## config.mk

```make
export PLATFORM = sky130hd
export DESIGN_NAME = cgapg_front
export DESIGN_NICKNAME = d
export VERILOG_FILES = /design/src/rtl/core/cgapg_pkg.sv /design/src/rtl/core/cgapg_front.sv
export SDC_FILE = /design/constraint.sdc
export NUM_CORES = 1
export LEC_CHECK = 0
export BUFFER_PORTS_ARGS = -buffer_cell sky130_fd_sc_hd__buf_2
export CAP_MARGIN = 20
export CORE_MARGIN = 1.5
export CORE_UTILIZATION = 30
export DETAILED_ROUTE_END_ITERATION = 16
export SLEW_MARGIN = 20
export SYNTH_ARGS = -nofsm -noshare
export SYNTH_HDL_FRONTEND = slang
export SYNTH_SLANG_ARGS = --single-unit
```

## constraint.sdc

```tcl
create_clock -name vclk -period 2
set_input_delay 0.1 -clock vclk [all_inputs]
set_output_delay 0.1 -clock vclk [all_outputs]
set_load 0.02 [all_outputs]
```

## src/rtl/core/cgapg_pkg.sv

```systemverilog
// Shared types, codes and constants of the CGA pixel generator.
// No dependencies; the files that use it refer to it by scoped names.
`timescale 1ns / 1ps

package cgapg_pkg;

    localparam int VRAM_BYTES = 16384;
    localparam int VRAM_AW    = $clog2(VRAM_BYTES);
    localparam int ODD_BANK   = 8192;
    localparam int BANK_AW    = $clog2(ODD_BANK);
    localparam int FRAME_W    = 320;
    localparam int FRAME_H    = 200;
    localparam int QDEPTH     = 2;
    localparam int QPW        = $clog2(QDEPTH);
    localparam int QCW        = $clog2(QDEPTH + 1);
    localparam int CFG_AW     = 3;
    localparam int CFG_DW     = 32;

    localparam logic [1:0] OP_WRITE = 2'd0;
    localparam logic [1:0] OP_READ  = 2'd1;
    localparam logic [1:0] OP_PIXEL = 2'd2;

    localparam logic [6:0] MODE_GFX_4 = 7'd4;
    localparam logic [6:0] MODE_GFX_5 = 7'd5;
    localparam logic [6:0] MODE_GFX_6 = 7'd6;

    localparam logic REG_VIDEO_MODE   = 1'b0;
    localparam logic REG_COLOR_SELECT = 1'b1;

    localparam logic [2:0] K_NONE  = 3'd0;
    localparam logic [2:0] K_WRITE = 3'd1;
    localparam logic [2:0] K_READ  = 3'd2;
    localparam logic [2:0] K_PIX2  = 3'd3;
    localparam logic [2:0] K_PIX1  = 3'd4;

    localparam logic [15:0] RGB565_LUT [0:15] = '{
        16'h0000, 16'h0015, 16'h0540, 16'h0555, 16'hA800, 16'hA815, 16'hAAA0, 16'hAD55,
        16'h52AA, 16'h52BF, 16'h57EA, 16'h57FF, 16'hFAAA, 16'hFABF, 16'hFFEA, 16'hFFFF
    };

    typedef struct packed {
        logic [2:0]         kind;
        logic [VRAM_AW-1:0] addr;
        logic [7:0]         wdata;
        logic [2:0]         sel;
        logic               pal;
        logic               inten;
    } t_cmd;

    typedef struct packed {
        logic valid;
        t_cmd cmd;
    } t_beat;

endpackage

```

## src/rtl/core/cgapg_front.sv

```systemverilog
// Front end: classifies an accepted item into a memory command.
// Depends on cgapg_pkg.
`timescale 1ns / 1ps

module cgapg_front (
    input  logic                 i_accept,
    input  logic [1:0]           i_operation,
    input  logic [15:0]          i_address,
    input  logic [7:0]           i_write_data,
    input  logic [8:0]           i_pixel_x,
    input  logic [7:0]           i_pixel_y,
    input  logic [6:0]           i_video_mode,
    input  logic [7:0]           i_color_select,
    output cgapg_pkg::t_beat     o_push
);

    localparam int BW = cgapg_pkg::BANK_AW;

    logic          w_in_ram;
    logic          w_in_frame;
    logic [BW-1:0] w_off2;
    logic [BW-1:0] w_off1;
    logic [5:0]    w_row1;
    logic [6:0]    w_row2;

    assign w_in_ram   = i_address < 16'(cgapg_pkg::VRAM_BYTES);
    assign w_in_frame = (i_pixel_x < 9'(cgapg_pkg::FRAME_W))
                      & (i_pixel_y < 8'(cgapg_pkg::FRAME_H));

    assign w_row2 = i_pixel_y[7:1];
    assign w_row1 = i_pixel_y[7:2];
    assign w_off2 = BW'({w_row2, 6'b0}) + BW'({w_row2, 4'b0}) + BW'(i_pixel_x[8:2]);
    assign w_off1 = BW'({w_row1, 6'b0}) + BW'({w_row1, 4'b0}) + BW'(i_pixel_x[8:3]);

    always_comb begin
        o_push.valid     = i_accept;
        o_push.cmd.kind  = cgapg_pkg::K_NONE;
        o_push.cmd.addr  = i_address[cgapg_pkg::VRAM_AW-1:0];
        o_push.cmd.wdata = i_write_data;
        o_push.cmd.sel   = i_pixel_x[2:0];
        o_push.cmd.pal   = i_color_select[5];
        o_push.cmd.inten = i_color_select[4];
        unique case (i_operation)
            cgapg_pkg::OP_WRITE: begin
                if (w_in_ram) o_push.cmd.kind = cgapg_pkg::K_WRITE;
            end
            cgapg_pkg::OP_READ: begin
                if (w_in_ram) o_push.cmd.kind = cgapg_pkg::K_READ;
            end
            cgapg_pkg::OP_PIXEL: begin
                if (w_in_frame) begin
                    priority if (i_video_mode == cgapg_pkg::MODE_GFX_4
                              || i_video_mode == cgapg_pkg::MODE_GFX_5) begin
                        o_push.cmd.kind = cgapg_pkg::K_PIX2;
                        o_push.cmd.addr = {i_pixel_y[0], w_off2};
                        o_push.cmd.sel  = {1'b0, i_pixel_x[1:0]};
                    end else if (i_video_mode == cgapg_pkg::MODE_GFX_6) begin
                        o_push.cmd.kind = cgapg_pkg::K_PIX1;
                        o_push.cmd.addr = {i_pixel_y[1], w_off1};
                    end else begin
                        o_push.cmd.kind = cgapg_pkg::K_NONE;
                    end
                end
            end
            default: o_push.cmd.kind = cgapg_pkg::K_NONE;
        endcase
    end

endmodule

```

==> impl_metrics.json <==
{
  "rsz0062_at_grt": "yes",
  "crit_path_cell_trace": "buf_8 -> fa_2 -> inv_2 -> fa_2 -> nor2b_2 -> o31a_1 -> and3_1 -> nor4_2 -> a211oi_2 -> buf_4",
  "crit_fanout": 3,
  "dr_total_vias": 1433,
  "critPathKind": "input pin to output port",
  "leakagePower_nw": 0.839,
  "worst_path_max_delay_cell": "fa_2",
  "critPathMaxStageDelay_ns": 0.60,
  "grt_pass1_wl_um": 5750,
  "start_util_pct": 31.1,
  "antenna_left": 0,
  "seq_area_um2": 0,
  "startpoint_type": "input pin",
  "yosysWarnings": 0,
  "layout_setup_ws_ns": -0.171,
  "hp-class": "input pin to output port",
  "vias_per_cell": 4.98,
  "grt.overflow.total": 0,
  "n_fill_cell": 425,
  "first_iter_violations": 68,
  "final_common_cell": "buf_2",
  "num_antenna_cells": 0,
  "numPortBuffers": 58,
  "power_w": 0.000499,
  "synth_fp_nets": 246,
  "antenna_found_initial": 0,
  "fin_nets": 319,
  "die-area_um2": 4510,
  "ys_seq_area_share_pct": 0,
  "drt-total-wl_um": 3640,
  "cp.required_ns": 1.90,
  "synthCells": 167,
  "fp.dieW_um": 67.2,
  "period_share_pct": 109,
  "wire_per_inst_um": 12.6,
  "first_global_vias": 1283,
  "relSlewSlack_pct": 68.3,
  "ir_worst_vdd_v": 0.000123,
  "timing.fmax_mhz": 461,
  "cp.buffers_inverters": 3,
  "core_area_um2": 3970,
  "path_common_cell": "fa_2",
  "synthDistinctLibCells": 40,
  "nFlopsAndLatches": 0,
  "dr.pass1.iters": 4,
  "row_count": 23,
  "status": "finished, violations left",
  "synth_area_per_cell_um2": 7.39,
  "power_density_nw_per_um2": 271,
  "num_io_pins": 90,
  "final_cell_mix": "buf_2, buf_4, nor2_1, a21oi_1",
  "drc_errors": 0,
  "period_minus_slack_ns": 2.17,
  "cp_top_family": "adder cells",
  "syn_area_um2": 1230,
  "nClkBuffers": 0,
  "dpl.hpwl_um": 2960,
  "area.growth.synth_to_final_pct": 49.0,
  "arrival_ns": 2.07,
  "drv_slew": 0,
  "crit_path_end_kind": "output port",
  "setup-violations-final": 4,
  "cap_violations": 0,
  "die_h_um": 67.2,
  "grt_max_degree": 22,
  "grt.total_usage_pct": 16.0,
  "violations": "negative setup slack",
  "utilization_pct": 46.3,
  "final_hold_viol_count": 0,
  "gp_congestion": 0.829,
  "drive_gt1_share_pct": 48.3,
  "tightest_slew_ns": 0.474
}
[report_power, final]
group | total, W | switching (W) | internal (W)
Combinational | 0.000499 | 0.000252 | 0.000248
Clock | 0 | 0 | 0
Sequential | 0 | 0 | 0
[metrics by stage]
step                      cells  worst slack (ns)  setup TNS [ns]  hold slack (ns)  instance area (um2)
after floorplan             167           -0.0540         -0.0540            0.313                 1250
after global placement      287            -0.268           -1.02            0.200                 1710
after detailed placement    287            -0.260           -1.13            0.200                 1710
after CTS                   288            -0.143          -0.365            0.200                 1810
after global routing        288            -0.253           -1.01            0.200                 1840
final                       288            -0.171          -0.535            0.200                 1840
[final cells by class]
type	count	area (um2)	area share (%)
timing repair buffer	92	582	31.6
multi-input combinational	138	1170	63.4
inverter	8	30.0	1.63
tap	50	62.6	3.40
[cell families after synthesis]
| family | after synthesis | synth area share (%) |
|---|---|---|
| AOI/OAI and AO/OA | 61 | 33.6 |
| and+or+nand+nor | 50 | 23.4 |
| buffers and inverters | 29 | 14.1 |
| adders and majority gates | 20 | 23.9 |
| xor gates and xnor gates | 7 | 4.96 |
[metal layers]
layer,track usage [%],wire length [um]
met5,0,0
met4,0.510,0
met3,0.500,207
met2,28.6,1680
met1,22.6,1750
[final timing paths]
kind | slack, ns | end | startpoint | cells past startpoint
setup / recovery | -0.17 | o_push[24] | i_pixel_y[3] | 10
hold / removal | 0.20 | o_push[12] | i_write_data[7] | 0
[cells in the mapped netlist, types with 2 or more instances]
cell type / instances / area [um2]
nor2_1: 13 / 48.8
a211oi_1: 8 / 60.1
nand2_1: 9 / 33.8
o22ai_1: 6 / 37.5
xnor2_1: 3 / 26.3
buf_6: 2 / 22.5
fa_1: 6 / 120
inv_1: 7 / 26.3
o31ai_1: 10 / 75.1
a21oi_1: 14 / 70.1
nor4_1: 3 / 18.8
nand2b_1: 10 / 62.6
clkbuf_1: 5 / 18.8
xor2_1: 4 / 35.0
o21ai_0: 6 / 30.0
a21o_1: 2 / 15.0
nor2b_1: 2 / 12.5
nor3_1: 5 / 25.0
buf_4: 13 / 97.6
a31oi_1: 4 / 25.0
ha_1: 14 / 175
o211ai_1: 2 / 15.0
nor3b_1: 2 / 15.0
[timing repair]
action / 4_1_cts / 5_1_grt
setup endpoints to repair: 6 / 8
gates cloned: 0 / 0
setup buffers: 1 / 0
hold buffers: 0 / 0
gates resized for setup: 26 / 7
pin swaps: 19 / 10
Note: power is estimated with default switching activity, not from simulation.
