$ cat src/rtl/core/cgapg_pkg.sv
// Shared types, codes and constants of the CGA pixel generator.
// No dependencies; the files that use it refer to it by scoped names.
`timescale 1ns / 1ps

package cgapg_pkg;

    localparam int VRAM_BYTES = 16384;
    localparam int VRAM_AW    = $clog2(VRAM_BYTES);
    localparam int ODD_BANK   = 8192;
    localparam int BANK_AW    = $clog2(ODD_BANK);
    localparam int FRAME_W    = 320;
    localparam int FRAME_H    = 200;
    localparam int QDEPTH     = 2;
    localparam int QPW        = $clog2(QDEPTH);
    localparam int QCW        = $clog2(QDEPTH + 1);
    localparam int CFG_AW     = 3;
    localparam int CFG_DW     = 32;

    localparam logic [1:0] OP_WRITE = 2'd0;
    localparam logic [1:0] OP_READ  = 2'd1;
    localparam logic [1:0] OP_PIXEL = 2'd2;

    localparam logic [6:0] MODE_GFX_4 = 7'd4;
    localparam logic [6:0] MODE_GFX_5 = 7'd5;
    localparam logic [6:0] MODE_GFX_6 = 7'd6;

    localparam logic REG_VIDEO_MODE   = 1'b0;
    localparam logic REG_COLOR_SELECT = 1'b1;

    localparam logic [2:0] K_NONE  = 3'd0;
    localparam logic [2:0] K_WRITE = 3'd1;
    localparam logic [2:0] K_READ  = 3'd2;
    localparam logic [2:0] K_PIX2  = 3'd3;
    localparam logic [2:0] K_PIX1  = 3'd4;

    localparam logic [15:0] RGB565_LUT [0:15] = '{
        16'h0000, 16'h0015, 16'h0540, 16'h0555, 16'hA800, 16'hA815, 16'hAAA0, 16'hAD55,
        16'h52AA, 16'h52BF, 16'h57EA, 16'h57FF, 16'hFAAA, 16'hFABF, 16'hFFEA, 16'hFFFF
    };

    typedef struct packed {
        logic [2:0]         kind;
        logic [VRAM_AW-1:0] addr;
        logic [7:0]         wdata;
        logic [2:0]         sel;
        logic               pal;
        logic               inten;
    } t_cmd;

    typedef struct packed {
        logic valid;
        t_cmd cmd;
    } t_beat;

endpackage

$ cat src/rtl/core/cgapg_regs.sv
// APB configuration registers: video mode and colour select.
// Depends on cgapg_pkg.
`timescale 1ns / 1ps

module cgapg_regs (
    input  logic                          i_clk,
    input  logic                          i_rst_n,
    input  logic                          psel,
    input  logic                          penable,
    input  logic                          pwrite,
    input  logic [cgapg_pkg::CFG_AW-1:0]  paddr,
    input  logic [cgapg_pkg::CFG_DW-1:0]  pwdata,
    output logic [cgapg_pkg::CFG_DW-1:0]  prdata,
    output logic                          pready,
    output logic [6:0]                    o_video_mode,
    output logic [7:0]                    o_color_select
);

    logic       w_video_mode_we;
    logic [6:0] r_video_mode;
    logic [7:0] r_color_select;
    logic       w_wr;

    assign pready = 1'b1;
    assign w_wr   = psel & penable & pwrite;
    assign w_video_mode_we = w_wr & (paddr[2] == cgapg_pkg::REG_VIDEO_MODE);

    always_ff @(posedge i_clk) begin
        if (!i_rst_n) begin
            r_video_mode   <= '0;
            r_color_select <= '0;
        end else if (w_video_mode_we) begin
            r_video_mode <= pwdata[6:0];
        end else if (w_wr) begin
            r_color_select <= pwdata[7:0];
        end
    end

    always_comb begin
        unique case (paddr[2])
            cgapg_pkg::REG_VIDEO_MODE:   prdata = {25'b0, r_video_mode};
            cgapg_pkg::REG_COLOR_SELECT: prdata = {24'b0, r_color_select};
            default:                     prdata = '0;
        endcase
    end

    assign o_video_mode   = r_video_mode;
    assign o_color_select = r_color_select;

endmodule

$ cat config.mk
export PLATFORM = sky130hd
export DESIGN_NAME = cgapg_regs
export DESIGN_NICKNAME = d
export VERILOG_FILES = /design/src/rtl/core/cgapg_pkg.sv /design/src/rtl/core/cgapg_regs.sv
export SDC_FILE = /design/constraint.sdc
export NUM_CORES = 1
export LEC_CHECK = 0
export BUFFER_PORTS_ARGS = -buffer_cell sky130_fd_sc_hd__buf_2
export CAP_MARGIN = 20
export CORE_MARGIN = 3
export CORE_UTILIZATION = 35
export DETAILED_ROUTE_END_ITERATION = 12
export PLACE_DENSITY = 0.78
export SYNTH_ARGS = -nofsm -noshare
export SYNTH_HDL_FRONTEND = slang
export SYNTH_SLANG_ARGS = --single-unit
$ cat constraint.sdc
create_clock -name i_clk -period 0.99 [get_ports i_clk]
set_input_delay 0.099 -clock i_clk [delete_from_list [all_inputs] [get_ports i_clk]]
set_output_delay 0.099 -clock i_clk [all_outputs]
set_load 0.005 [all_outputs]
==> flow_summary.toml <==
[run_status]
run_status = "finished with violations"
failed_checks = "negative setup slack"

[cts]
cts.hold.buffers_added = 0
cts-root-to-sink-buffers = 2
cts_root_buffer = "sky130_fd_sc_hd__clkbuf_4"
clock-sinks = 15
h-tree-depth = 1
cts-buffers-inserted = 3
clk_pin_slew_ns = 0.09
clkLatencyLatePin_ns = 0.28
tritoncts_clock_tree = "built"

[route]
routed_via_density = 4.187
wire_per_inst_microns = 11.39
wirelength_microns = 1891
remaining_drc_errors = 0
routed-via-count = 695
detailedRoute.firstPassIterationCount = 2
drt_iter0_drc = 21
final_antenna_net_count = 0

[grt]
first_pass_grt_wire_length_microns = 2856
grtUsageTotal_pct = 11.27
antenna_found_initial = 0
grt_pass1_vias = 639
grt.overflow.total = 0
largest_net_degree_at_the_start_of_global_routing = 24

[place]
gpl.final_weighted_congestion = 0.7037
post_dp_cell_area_sq_um = 977.2
io_buffers = 36
dpl.hpwl_microns = 1347
placed_cell_count = 152
detailedPlace.worstSlack_ns = 0.02058

[final_layout]
area_delta_synth_final_pct = 28.07
finalInstanceArea_sq_um = 1147
num_antenna_cells = 0
post-route-util_pct = 49.49
multiInputGateArea_sq_um = 481.7
finalNetCount = 179
share_of_post_route_cells_with_drive_strength_above_1_pct = 52.90
sequential_cell_area_sq_um = 317.8
instances_no_fill = 166
nFillCells = 242

[floorplanning]
initial_util_pct = 38.64
die_w_microns = 56.59
die_h_microns = 56.59
placeableCoreArea_sq_um = 2318
dieArea_sq_um = 3202
count_of_pins_on_the_block_boundary = 88
placement_rows = 17

[logic_synthesis]
syn-instance-count = 94
synth_cell_types = 11
synth.yosys.seq_area_share_pct = 33.52
average_footprint_of_a_synthesized_cell_sq_um = 9.530
netlist_area_sq_um = 895.9
ys.warnings.count = 0
number_of_flip_flops_and_latches_in_the_synthesized_netlist = 15

[setup_path]
worst_ep_arrival_time_ns = 1.00
path_delay_family = "flip-flops"
timing.critical_path.fanout_max = 3
critical_path.endpoint_type = "output port"
critical_path_required_ns = 0.89
criticalPathCategory = "reg -> out"
worst_path_max_delay_cell = "sky130_fd_sc_hd__dfxtp_2"
worst-path-buf-inv = 1
timing.critical_path.cells = "mux2_4 > buf_6"
worstSetupStartpointType = "flip-flop"
crit_path_max_incr_delay_ns = 0.34

[power_and_ir_drop]
total_leakage_power_nw = 0.7026
power_density_nw_per_um2 = 992.7
ir_drop_mv = 0.6361

[sta]
setup_repair_after_global_routing_missed_its_margin = "yes"
fin_tns_setup_ns = -0.6371
total_of_endpoints_with_negative_setup_slack_in_the_final_report = 7
skew_ns = 0
final_period_minus_worst_setup_slack_ns = 1.095
hold_viol = 0
min_period_over_period_pct = 110.6
worst_slack_ns = -0.1052
drv_slew = 0
max_freq_mhz = 913.0

[flow_run]
max_cap_viol_count = 0

[hold_path]
hold_wc_path_type = "in -> reg"
[layout by cell type (no fill, tap or decap)]
cell                       Yosys  final
sky130_fd_sc_hd__dfxtp_2       0     14
sky130_fd_sc_hd__mux2_4        0      5
sky130_fd_sc_hd__nand2_1      23     23
sky130_fd_sc_hd__mux2_2        7      2
sky130_fd_sc_hd__conb_1        2     25
sky130_fd_sc_hd__mux2i_1      15     15
sky130_fd_sc_hd__nand4_4       1      1
sky130_fd_sc_hd__clkbuf_4      0      3
sky130_fd_sc_hd__and2_4        0      1
sky130_fd_sc_hd__buf_2         2     31
sky130_fd_sc_hd__buf_4        25     10
sky130_fd_sc_hd__dfxtp_1      15      1
sky130_fd_sc_hd__clkbuf_1      0      1
sky130_fd_sc_hd__buf_6         2      5
sky130_fd_sc_hd__nand4b_4      1      1
[report_power, final]
part / internal, W / switching [W]
registers: 0.000618 / 0.00000752
clock network: 0.000156 / 0.000180
logic: 0.0000798 / 0.0000977
[logic make-up (layout without fill, tap and decap cells)]
kind of cell  count (synthesis)  count (layout)  synth area share (%)
buf+inv                      29              50                 24.58
mux                          22              22                 25.56
other cells                   2              25                0.8383
simple gates                 26              26                 15.50
flops                        15              15                 33.52
[repair_timing]
item / 4_1_cts / 5_1_grt
buffers inserted: 8 / 2
setup endpoints to repair: 8 / 9
hold endpoints to repair: 0 / 0
gates resized for setup: 17 / 8
[synthesized netlist by cell type]
library cell	count	area [sq um]
sky130_fd_sc_hd__and2_2	1	7.510
sky130_fd_sc_hd__buf_2	2	10.01
sky130_fd_sc_hd__buf_4	25	187.7
sky130_fd_sc_hd__buf_6	2	22.52
sky130_fd_sc_hd__conb_1	2	7.510
sky130_fd_sc_hd__dfxtp_1	15	300.3
sky130_fd_sc_hd__mux2_2	7	78.83
sky130_fd_sc_hd__mux2i_1	15	150.1
sky130_fd_sc_hd__nand2_1	23	86.33
sky130_fd_sc_hd__nand4_4	1	21.27
sky130_fd_sc_hd__nand4b_4	1	23.77
[worst register-to-register path: cells and delay by family (launching register included)]
family | cells | cell delay (ns)
AND/OR/NAND/NOR | 1 | 0.04
buffers and inverters | 1 | 0.10
flip-flops | 1 | 0.33
multiplexers | 1 | 0.17
[layout make-up]
type | instances | area share, %
multi-input combinational | 73 | 41.98
sequential | 15 | 27.70
timing repair buffer | 46 | 24.97
tap | 28 | 3.053
clock buffer | 4 | 2.290
[per-layer routing]
layer	vias up	global-route usage, %	wire length, microns
li1	339	-	-
met1	316	12.52	743
met2	40	20.63	943
met3	0	4.598	204
met4	0	1.017	0
met5	-	0	0
[state kept, by name, summed over array words and instances, names as in the netlist]
name            flops
o_video_mode        7
o_color_select      8
[final timing paths]
path | from | endpoint | slack, ns | cells past startpoint
worst max register to register | o_color_select[5] | o_color_select[5] | 0.27 | 3
worst max-delay path | o_video_mode[1] | prdata[1] | -0.11 | 2
worst min register to register | o_video_mode[4] | o_video_mode[4] | 0.48 | 2
worst min-delay path | pwdata[7] | o_color_select[7] | 0.06 | 3
[metrics by stage]
| step | hold slack [ns] | power, W |
|---|---|---|
| 2_1_floorplan | 0.2378 | 0.0008029 |
| 3_3_place_gp | 0.3510 | 0.0007844 |
| 3_5_place_dp | 0.3586 | 0.0007900 |
| 4_1_cts | 0.04846 | 0.001153 |
| 5_1_grt | 0.06268 | 0.001208 |
| 6_report | 0.06401 | 0.001139 |
(Power assumes the default switching activity.)
