### src/rtl/core/cgapg_pkg.sv
// Shared types, codes and constants of the CGA pixel generator.
// No dependencies; the files that use it refer to it by scoped names.
`timescale 1ns / 1ps

package cgapg_pkg;

    localparam int VRAM_BYTES = 16384;
    localparam int VRAM_AW    = $clog2(VRAM_BYTES);
    localparam int ODD_BANK   = 8192;
    localparam int BANK_AW    = $clog2(ODD_BANK);
    localparam int FRAME_W    = 320;
    localparam int FRAME_H    = 200;
    localparam int QDEPTH     = 2;
    localparam int QPW        = $clog2(QDEPTH);
    localparam int QCW        = $clog2(QDEPTH + 1);
    localparam int CFG_AW     = 3;
    localparam int CFG_DW     = 32;

    localparam logic [1:0] OP_WRITE = 2'd0;
    localparam logic [1:0] OP_READ  = 2'd1;
    localparam logic [1:0] OP_PIXEL = 2'd2;

    localparam logic [6:0] MODE_GFX_4 = 7'd4;
    localparam logic [6:0] MODE_GFX_5 = 7'd5;
    localparam logic [6:0] MODE_GFX_6 = 7'd6;

    localparam logic REG_VIDEO_MODE   = 1'b0;
    localparam logic REG_COLOR_SELECT = 1'b1;

    localparam logic [2:0] K_NONE  = 3'd0;
    localparam logic [2:0] K_WRITE = 3'd1;
    localparam logic [2:0] K_READ  = 3'd2;
    localparam logic [2:0] K_PIX2  = 3'd3;
    localparam logic [2:0] K_PIX1  = 3'd4;

    localparam logic [15:0] RGB565_LUT [0:15] = '{
        16'h0000, 16'h0015, 16'h0540, 16'h0555, 16'hA800, 16'hA815, 16'hAAA0, 16'hAD55,
        16'h52AA, 16'h52BF, 16'h57EA, 16'h57FF, 16'hFAAA, 16'hFABF, 16'hFFEA, 16'hFFFF
    };

    typedef struct packed {
        logic [2:0]         kind;
        logic [VRAM_AW-1:0] addr;
        logic [7:0]         wdata;
        logic [2:0]         sel;
        logic               pal;
        logic               inten;
    } t_cmd;

    typedef struct packed {
        logic valid;
        t_cmd cmd;
    } t_beat;

endpackage

### src/rtl/core/cgapg_queue.sv
// Short command queue between the front end and the memory back end.
// Depends on cgapg_pkg.
`timescale 1ns / 1ps

module cgapg_queue (
    input  logic             i_clk,
    input  logic             i_rst_n,
    input  cgapg_pkg::t_beat i_push,
    input  logic             i_pop,
    output cgapg_pkg::t_beat o_head,
    output logic             o_full
);

    localparam int QW = cgapg_pkg::QPW;
    localparam int CW = cgapg_pkg::QCW;

    cgapg_pkg::t_cmd r_slot [cgapg_pkg::QDEPTH];
    logic [QW-1:0]   r_wptr;
    logic [QW-1:0]   r_rptr;
    logic [CW-1:0]   r_count;
    logic            w_do_push;
    logic            w_do_pop;

    assign o_full     = r_count == CW'(cgapg_pkg::QDEPTH);
    assign w_do_push  = i_push.valid & ~o_full;
    assign w_do_pop   = i_pop & (r_count != '0);
    assign o_head.valid = r_count != '0;
    assign o_head.cmd   = r_slot[r_rptr];

    always_ff @(posedge i_clk) begin
        if (w_do_push) begin
            r_slot[r_wptr] <= i_push.cmd;
        end
    end

    always_ff @(posedge i_clk) begin
        if (!i_rst_n) begin
            r_wptr  <= '0;
            r_rptr  <= '0;
            r_count <= '0;
        end else begin
            if (w_do_push) r_wptr <= r_wptr + QW'(1);
            if (w_do_pop)  r_rptr <= r_rptr + QW'(1);
            unique case ({w_do_push, w_do_pop})
                2'b10:   r_count <= r_count + CW'(1);
                2'b01:   r_count <= r_count - CW'(1);
                default: r_count <= r_count;
            endcase
        end
    end

endmodule

### config.mk
export PLATFORM = sky130hd
export DESIGN_NAME = cgapg_queue
export DESIGN_NICKNAME = d
export VERILOG_FILES = /design/src/rtl/core/cgapg_pkg.sv /design/src/rtl/core/cgapg_queue.sv
export SDC_FILE = /design/constraint.sdc
export NUM_CORES = 1
export LEC_CHECK = 0
export ABC_AREA = 1
export BUFFER_PORTS_ARGS = -buffer_cell sky130_fd_sc_hd__buf_4
export CAP_MARGIN = 20
export CORE_UTILIZATION = 50
export CTS_CLUSTER_DIAMETER = 120
export DETAILED_ROUTE_END_ITERATION = 7
export GPL_ROUTABILITY_DRIVEN = 0
export HOLD_SLACK_MARGIN = 0.02
export PLACE_DENSITY = 0.81
export SLEW_MARGIN = 10
export SYNTH_ARGS = -nofsm -noshare
export SYNTH_HDL_FRONTEND = slang
export SYNTH_SLANG_ARGS = --single-unit
### constraint.sdc
create_clock -name i_clk -period 7.04 [get_ports i_clk]
set_input_delay 0.704 -clock i_clk [delete_from_list [all_inputs] [get_ports i_clk]]
set_output_delay 0.704 -clock i_clk [all_outputs]
set_load 0.02 [all_outputs]
==> results_dict.tcl, run 1 <==
set metrics [dict create \
    finalHoldViolCount 0 \
    tns_ns 0 \
    setup_viol 0 \
    clk_latency_ns 0.33 \
    die_y_um 73.4 \
    ctsResizeCount 0 \
    p_seq_share_pct 45.2 \
    ys_warn_count 0 \
    gr-usage-met1_pct 17.5 \
    clkSlewWorstSetupHoldPaths_ns 0.07 \
    fillers 355 \
    switching_share_pct 26.0 \
    ys_seq_area_share_pct 74.5 \
    hp-start "r_rptr" \
    cts_setup_buffers 0 \
    hold_ws_ns 0.520 \
    fin_area_sq_um 3350 \
    root_buffer "clkbuf_8" \
    synth-simple-area-share_pct 4.27 \
    maxCapViolations 0 \
    drc_errors 0 \
    end_kind "output port" \
    routed_via_density 4.80 \
    wl_per_cell_um 15.0 \
    drt_iter0_markers 100 \
    clockBufferDepth 2 \
    antenna_found_initial 0 \
    core_sq_um 4820 \
    clock-sinks 65 \
    slew-limit-headroom_pct 33.3 \
    die_area_sq_um 5390 \
    grt_pass1_wl_um 6150 \
    diodes 0 \
    cts-buffers-inserted 9 \
    synthAdderAreaFrac_pct 0.490 \
    placed_cell_area_sq_um 3100 \
    cp-start-kind "flip-flop" \
    hold_path_class "reg -> reg" \
    fmax_ghz 0.390 \
    dpl.cell_count 261 \
    yosys.area_share.xor_xnor_pct 0 \
    layout.cells.non_filler 278 \
    drt_pass1_iterations 4 \
    finalCriticalPeriod_ns 2.56 \
    detail-route-antenna-nets 0 \
    status "finished, final reports clean" \
    synth-seq-cells 65 \
    synth_cell_type_count 17 \
    dieWidth_um 73.4 \
    num-nets-final 241 \
    io_pins 66 \
    r2r_start "r_count[0]" \
    comb_power_share_pct 24.2 \
    arrival_ns 1.86 \
    layout-drive-gt1-share_pct 56.9 \
    start_util_pct 53.0 \
    worstSetupPathType "reg -> out" \
    area_growth_pct 31.3 \
    gr-total-overflow 0 \
    use_met2_pct 29.0 \
    grt_pass1_vias 1354 \
    postCtsHoldBufs 0 \
    syn_area_per_cell_sq_um 19.5 \
    synth_cells 131 \
    synth_top_family_by_area "multiplexers" \
    rows 25 \
    grt.total_usage_pct 16.8 \
    cts_tree "done" \
    h-tree-depth 3 \
    wl_um 4180 \
    fin_skew_ns 0.00777 \
    slew_violations 0 \
    grt_max_degree 31 \
    vdd_ir_drop_max_v 0.000190 \
    dp_hpwl_um 2810 \
    worstPathMaxFanout 30 \
    rsz0062_at_grt "false" \
    tightest_slew_ns 1.00 \
    portBuffers 65 \
    syn_area_sq_um 2550 \
    p_switching_mw 0.292 \
    p_int_mw 0.834 \
    vias 1335 \
    met3_usage_pct 5.76 \
    crit_required_ns 6.34 \
    synthMuxAreaShare_pct 17.7 \
    synth_compound_area_share_pct 0.687 \
    power_density_nw_per_um2 336 \
    leakage_nw 1.35 \
    synth_nets 166 \
    p_clk_share_pct 30.7 \
    finalCritPeriodShare_pct 36.4 \
    grt-busiest-layer "met2" \
]
## cells in the mapped netlist
cell type / n / share of area (%)
edfxtp_1: 60 / 71
mux2_4: 30 / 18
nor2_1: 9 / 1.3
nand2_1: 6 / 0.88
dfxtp_1: 5 / 3.9
inv_1: 4 / 0.59
buf_6: 3 / 1.3
inv_2: 3 / 0.44
nand2_2: 2 / 0.49
nor2_4: 2 / 0.88
a21oi_1: 1 / 0.20
ha_1: 1 / 0.49
nand3_1: 1 / 0.20
nand4_1: 1 / 0.25
nor2_2: 1 / 0.25
o21a_1: 1 / 0.29
o21ai_0: 1 / 0.20
## cells by family (layout without fill, tap and decap cells)
group,Yosys count,in the layout
flops,65,65
mux,30,30
simple gates,22,22
buf+inv,10,90
compound gates,3,3
fa+ha+maj,1,1
## critical path: stages (launching register included)
cell and delay, ns:
dfxtp_2 0.99, mux2_4 0.36, buf_4 0.16
## through the flow
stage	power, mW	setup WS [ns]	utilization (%)
6_report	1.13	4.48	69.6
5_1_grt	1.17	4.40	69.6
4_1_cts	1.13	4.46	69.0
3_5_place_dp	0.788	4.74	64.4
3_3_place_gp	0.775	4.80	64.4
2_1_floorplan	0.690	4.42	-
## path summary, 6_finish.rpt
kind                                      to  slack, ns  cells past startpoint
worst min-delay path                  r_rptr       0.52                      2
worst max-delay path               o_head[4]       4.48                      2
worst min register to register        r_rptr       0.52                      2
worst max register to register  r_slot[1][2]       5.37                      5
## power groups by stage
| stage | Clock (mW) | Sequential, mW | Combinational (mW) |
|---|---|---|---|
| final | 0.345 | 0.509 | 0.272 |
| after global routing | 0.371 | 0.513 | 0.289 |
| after CTS | 0.351 | 0.510 | 0.271 |
| after detailed placement | 0 | 0.518 | 0.270 |
| after global placement | 0 | 0.514 | 0.262 |
| after floorplan | 0 | 0.495 | 0.195 |
## area by class of cell
class                           instances  area (sq um)  area share (%)
Sequential cell                        65          1900            56.8
Timing Repair Buffer                   67           523            15.6
Clock buffer                           13           159            4.74
Multi-Input combinational cell         56           592            17.7
Inverter                                7          26.3           0.784
Tap cell                               67          83.8            2.50
Clock inverter                          3          63.8            1.90
## layout by cell type (no fill, tap or decap)
cell type / n
nor2_2: 2
buf_4: 66
clkinv_1: 1
nor2_1: 8
nand2_2: 2
edfxtp_1: 60
bufinv_16: 2
o21ai_0: 1
ha_1: 1
nor2_4: 2
nand3_1: 1
dfxtp_1: 4
a21oi_1: 1
buf_16: 1
clkbuf_1: 2
o21a_1: 1
nand2_1: 6
nand4_1: 1
inv_1: 4
dfxtp_2: 1
inv_2: 3
clkbuf_8: 11
mux2_4: 30
## sequential cells by signal (all words and copies together) (netlist names), named ones only
name     flops
r_count      2
r_slot      60
r_rptr       1
r_wptr       1
## routing by layer
| metal | share of wire [%] | wire [um] |
|---|---|---|
| met5 | 0 | 0 |
| met4 | 2.5 | 106 |
| met3 | 5.6 | 236 |
| met2 | 54 | 2240 |
| met1 | 38 | 1600 |
(Power assumes the default switching activity.)
==> inputs of run 2 (changes only) <==
ABC_AREA = 0   (was 1)
CORE_UTILIZATION = 46   (was 50)
PLACE_DENSITY = 0.79   (was 0.81)
clock period = 2.2 ns   (was 7.04 ns; I/O delays follow)
==> results_dict.tcl, run 2 <==
set metrics [dict create \
    status "finished, final reports clean" \
    worstPathMaxFanout 25 \
    routed_via_density 4.78 \
    yosys.area_share.xor_xnor_pct 1.10 \
    clk_latency_ns 0.33 \
    synth_top_family_by_area "multiplexers" \
    gr-total-overflow 0 \
    ys_warn_count 0 \
    syn_area_sq_um 2390 \
    portBuffers 65 \
    fin_skew_ns 0.00780 \
    crit_required_ns 1.98 \
    finalCritPeriodShare_pct 81.2 \
    yosys-top-cells-area "edfxtp_1 75%, mux2_2 14%, dfxtp_1 4.2%" \
    synth_top_area_share_pct 75.3 \
    finalHoldViolCount 0 \
    reg.largest.list "r_slot (60), r_count (2)" \
    largest_reg_flops 60 \
    wl_per_cell_um 15.3 \
    clock-sinks 65 \
    maxCapViolations 0 \
    cts_tree "done" \
    rows 25 \
    clkSlewWorstSetupHoldPaths_ns 0.07 \
    cp-endpoint "o_head[25]" \
    fmax_ghz 0.560 \
    layout-drive-gt1-share_pct 57.7 \
    end_kind "output port" \
    num-nets-final 231 \
    grt_pass1_vias 1297 \
    diodes 0 \
    core_sq_um 4850 \
    wl_um 4090 \
    synthAdderAreaFrac_pct 0.523 \
    yosysMostFrequentCell "edfxtp_1" \
    h-tree-depth 3 \
    cts-buffers-inserted 9 \
    placed_cell_area_sq_um 3010 \
    grt.total_usage_pct 15.6 \
    start_util_pct 49.4 \
    die_area_sq_um 5500 \
    synth_cells 119 \
    synth_nets 154 \
    die_y_um 74.1 \
    power_density_nw_per_um2 1180 \
    finalCriticalPeriod_ns 1.79 \
    hold_path_class "in -> reg" \
    netlist_top_cells_count "60 x edfxtp_1, 30 x mux2_2, 5 x dfxtp_1" \
    synth_edf_count 60 \
    clockBufferDepth 2 \
    tns_ns 0 \
    setup_viol 0 \
    grt_max_degree 26 \
    synthFlopType "edfxtp_1" \
    slew-limit-headroom_pct 80.2 \
    arrival_ns 1.57 \
    synth_compound_area_share_pct 1.36 \
    fillers 331 \
    worstSetupPathType "reg -> out" \
    worst_r2r_path_depth 5 \
    tightest_slew_ns 0.296 \
    ys_seq_area_share_pct 79.5 \
    final_util_pct 65.3 \
    io_pins 66 \
    synth_area_leader_cell "edfxtp_1" \
    vdd_ir_drop_max_v 0.000770 \
    synth_cell_type_count 18 \
    cp-start-kind "flip-flop" \
    syn_area_per_cell_sq_um 20.1 \
    root_buffer "clkbuf_8" \
    dp_hpwl_um 2840 \
    antenna_found_initial 0 \
    detail-route-antenna-nets 0 \
    drt_pass1_iterations 4 \
    cts_setup_buffers 0 \
    rsz0062_at_grt "false" \
    r2r_end "r_slot[0][12]" \
    dpl.cell_count 252 \
    final_common_cell "buf_4" \
    ctsResizeCount 0 \
    synth-simple-area-share_pct 2.35 \
    synth-seq-cells 65 \
    layout.cells.non_filler 268 \
    area_growth_pct 32.3 \
    postCtsHoldBufs 0 \
    drt_iter0_markers 45 \
    leakage_nw 1.20 \
    regMostFlops "r_slot" \
    vias 1280 \
    grt_pass1_wl_um 6020 \
    synthMuxAreaShare_pct 14.1 \
    dieWidth_um 74.1 \
    fin_area_sq_um 3170 \
    r2r_setup_slack_ns 0.45 \
    layout_common_cells "67 x buf_4, 60 x edfxtp_1, 30 x mux2_2" \
    r2r_start "r_count[0]" \
    drc_errors 0 \
    async_reset_ff_share_pct 0 \
    slew_violations 0 \
]
-- run 2: worst min path at each step --
stage / startpoint / to / slack [ns] / depth (start not counted)
3_5_place_dp: i_push[7] / r_slot[1][7] / 0.41 / 1
5_1_grt: i_push[17] / r_slot[0][17] / 0.06 / 1
6_report: i_push[16] / r_slot[0][16] / 0.08 / 1
4_1_cts: i_push[16] / r_slot[0][16] / 0.06 / 1
3_3_place_gp: i_push[5] / r_slot[1][5] / 0.41 / 1
2_1_floorplan: i_push[0] / r_slot[0][0] / 0.32 / 0
-- run 2: through the flow --
stage,setup slack [ns],hold slack [ns],power [mW]
6_report,0.414,0.0761,3.73
3_3_place_gp,0.547,0.405,2.91
2_1_floorplan,0.281,0.319,2.43
5_1_grt,0.323,0.0563,3.90
4_1_cts,0.376,0.0601,3.78
3_5_place_dp,0.446,0.408,2.96
-- run 2: critical path, cell delays in order, from the launching register on --
cell and delay, ns:
dfxtp_1 0.49, buf_12 0.23, mux2_2 0.36, buf_4 0.16
-- run 2: routing by layer --
metal / share of wire (%) / GRT usage (%) / vias to the layer above
met1: 41 / 16.5 / 617
met3: 6.1 / 5.15 / 5
met2: 52 / 26.8 / 45
li1: - / - / 613
met4: 1.6 / 9.83 / 0
met5: 0 / 0 / -
-- run 2: cell families (layout without fill, tap and decap cells) --
| group | after synthesis | in the layout |
|---|---|---|
| xor+xnor | 3 | 3 |
| compound gates | 5 | 5 |
| buf+inv | 6 | 88 |
| mux | 30 | 30 |
| flops | 65 | 65 |
| simple gates | 9 | 9 |
| fa+ha+maj | 1 | 1 |
-- run 2: power breakdown --
part           leakage (nW)  switching (mW)  internal [mW]
Sequential            0.603          0.0767           1.56
Combinational         0.517           0.652          0.625
Clock                0.0799           0.418          0.394
Total                  1.20            1.15           2.58
-- run 2: final cells by class --
| class | instances | area (sq um) | share of cell area [%] |
|---|---|---|---|
| sequential | 65 | 1900 | 60.1 |
| timing repair buffer | 69 | 543 | 17.1 |
| multi-input combinational | 48 | 465 | 14.7 |
| clock buffer | 9 | 124 | 3.91 |
| tap | 67 | 83.8 | 2.65 |
| clock inverter | 7 | 37.5 | 1.19 |
| inverter | 3 | 11.3 | 0.356 |
==> inputs of run 3 (changes only) <==
CORE_UTILIZATION = 50   (was 46)
PLACE_DENSITY = 0.82   (was 0.79)
clock period = 1.8 ns   (was 2.2 ns; I/O delays follow)
==> results_dict.tcl, run 3 (synthesized netlist as in run 2, its figures left out) <==
set metrics [dict create \
    slew_violations 0 \
    dieWidth_um 71.2 \
    crit_required_ns 1.84 \
    crit_path_cell_trace "nand2b_2, inv_2, or3_1, clkinvlp_4, buf_4" \
    placed_cell_area_sq_um 2990 \
    io_pins 66 \
    tightest_slew_ns 0.274 \
    comb_power_share_pct 34.0 \
    rsz0062_at_grt "false" \
    clkSlewWorstSetupHoldPaths_ns 0.06 \
    reg.largest.list "r_slot (60), r_count (2)" \
    grt_pass1_vias 1403 \
    finalCritPeriodShare_pct 93.5 \
    fmax_ghz 0.594 \
    maxCapViolations 0 \
    fin_area_sq_um 3300 \
    p_clk_share_pct 23.3 \
    rows 24 \
    die_y_um 71.2 \
    core_sq_um 4470 \
    finalHoldViolCount 0 \
    cp_top_family "simple AND/OR/NAND/NOR gates" \
    pre_cts_ws_ns 0.114 \
    worstSetupPathType "reg -> reg" \
    setup_viol 0 \
    p_int_mw 3.30 \
    p_seq_share_pct 42.6 \
    clk_latency_ns 0.33 \
    p_total_mw 4.67 \
    hold_path_class "in -> reg" \
    wl_per_cell_um 15.8 \
    tns_ns 0 \
    violations "DRC" \
    final_common_cell "buf_4" \
    ctsResizeCount 0 \
    slew-limit-headroom_pct 81.7 \
    clockBufferDepth 2 \
    clock-sinks 65 \
    crit_slowest_cell "dfxtp_1" \
    start_util_pct 53.5 \
    leakage_nw 1.27 \
    worstPathMaxFanout 8 \
    arrival_ns 1.72 \
    fillers 289 \
    postCtsHoldBufs 1 \
    worst_path_largest_cell_delay_ns 0.41 \
    h-tree-depth 3 \
    drt_pass1_iterations 6 \
    area_growth_pct 37.7 \
    num-nets-final 246 \
    drc_errors 6 \
    cts_tree "done" \
    finalCriticalPeriod_ns 1.68 \
    routed_via_density 5.13 \
    grt.total_usage_pct 17.8 \
    cts-buffers-inserted 9 \
    cts_setup_buffers 0 \
    drt_iter0_markers 97 \
    die_area_sq_um 5070 \
    root_buffer "clkbuf_8" \
    largest_reg_flops 60 \
    antenna_found_initial 0 \
    switching_share_pct 29.3 \
    detail-route-antenna-nets 0 \
    power_density_nw_per_um2 1420 \
    regMostFlops "r_slot" \
    grt_pass1_wl_um 6400 \
    vias 1364 \
    grt_max_degree 21 \
    end_kind "flip-flop" \
    vdd_ir_drop_max_v 0.000878 \
    p_switching_mw 1.37 \
    wl_um 4200 \
    layout_common_cells "70 x buf_4, 60 x edfxtp_1, 30 x mux2_2" \
    layout-drive-gt1-share_pct 55.1 \
    worst_slack_ns 0.117 \
    gr-total-overflow 0 \
    fin_skew_ns 0.00542 \
    diodes 0 \
    portBuffers 65 \
    cp-start-kind "flip-flop" \
    path_buf_inv 3 \
    status "finished with violations" \
    dp_hpwl_um 2830 \
]
## run 3: changes by cell type in the layout (fill, tap and decap cells not counted)
cell and change:
buf_12 -1, buf_4 +3, bufinv_16 +1, clkinv_1 -1, clkinvlp_4 -1, dlygate4sd3_1 +13, inv_1 -1
## run 3: metrics by stage
step | utilization (%) | instances | hold WS, ns
floorplan | - | 119 | 0.279
global placement | 66.9 | 239 | 0.367
detailed placement | 66.9 | 239 | 0.368
CTS | 71.0 | 254 | 0.0205
global route | 73.7 | 266 | 0.0202
finish | 73.7 | 266 | 0.0349
## run 3: worst paths after layout
path	start	to	slack [ns]	cells after the start
min	i_push[11]	r_slot[0][11]	0.03	1
max reg2reg	r_count[0]	r_slot[0][21]	0.12	5
max	r_count[0]	r_slot[0][21]	0.12	5
min reg2reg	r_wptr	r_wptr	0.51	2
## run 3: area by class of cell
class                   count  area (sq um)  share of cell area [%]
flip-flops and latches     65          1900                    57.7
repair buffers             84           676                    20.5
multi-input cells          48           465                    14.1
clock buffers               9           124                    3.76
well taps                  52          65.1                    1.97
clock inverters             5          48.8                    1.48
inverters                   3          15.0                   0.456
## run 3: per-layer routing
layer,share of wire [%],vias up,global-route usage [%]
li1,-,636,-
met1,38,669,19.3
met5,0,-,0
met2,53,49,29.4
met4,2.1,0,12.4
met3,6.3,10,5.84
## run 3: worst register-to-register path, cell delays in order (launching register included)
cell and delay [ns]:
dfxtp_1 0.41, nand2b_2 0.18, inv_2 0.04, or3_1 0.36, clkinvlp_4 0.21, buf_4 0.20
## run 3: power by group through the flow
stage | logic [mW] | clock network, mW | registers [mW]
after floorplan | 0.970 | 0 | 2.00
after global placement | 1.54 | 0 | 2.01
after detailed placement | 1.57 | 0 | 2.03
after CTS | 1.58 | 1.12 | 2.00
after global routing | 1.69 | 1.19 | 2.01
final | 1.59 | 1.09 | 1.99
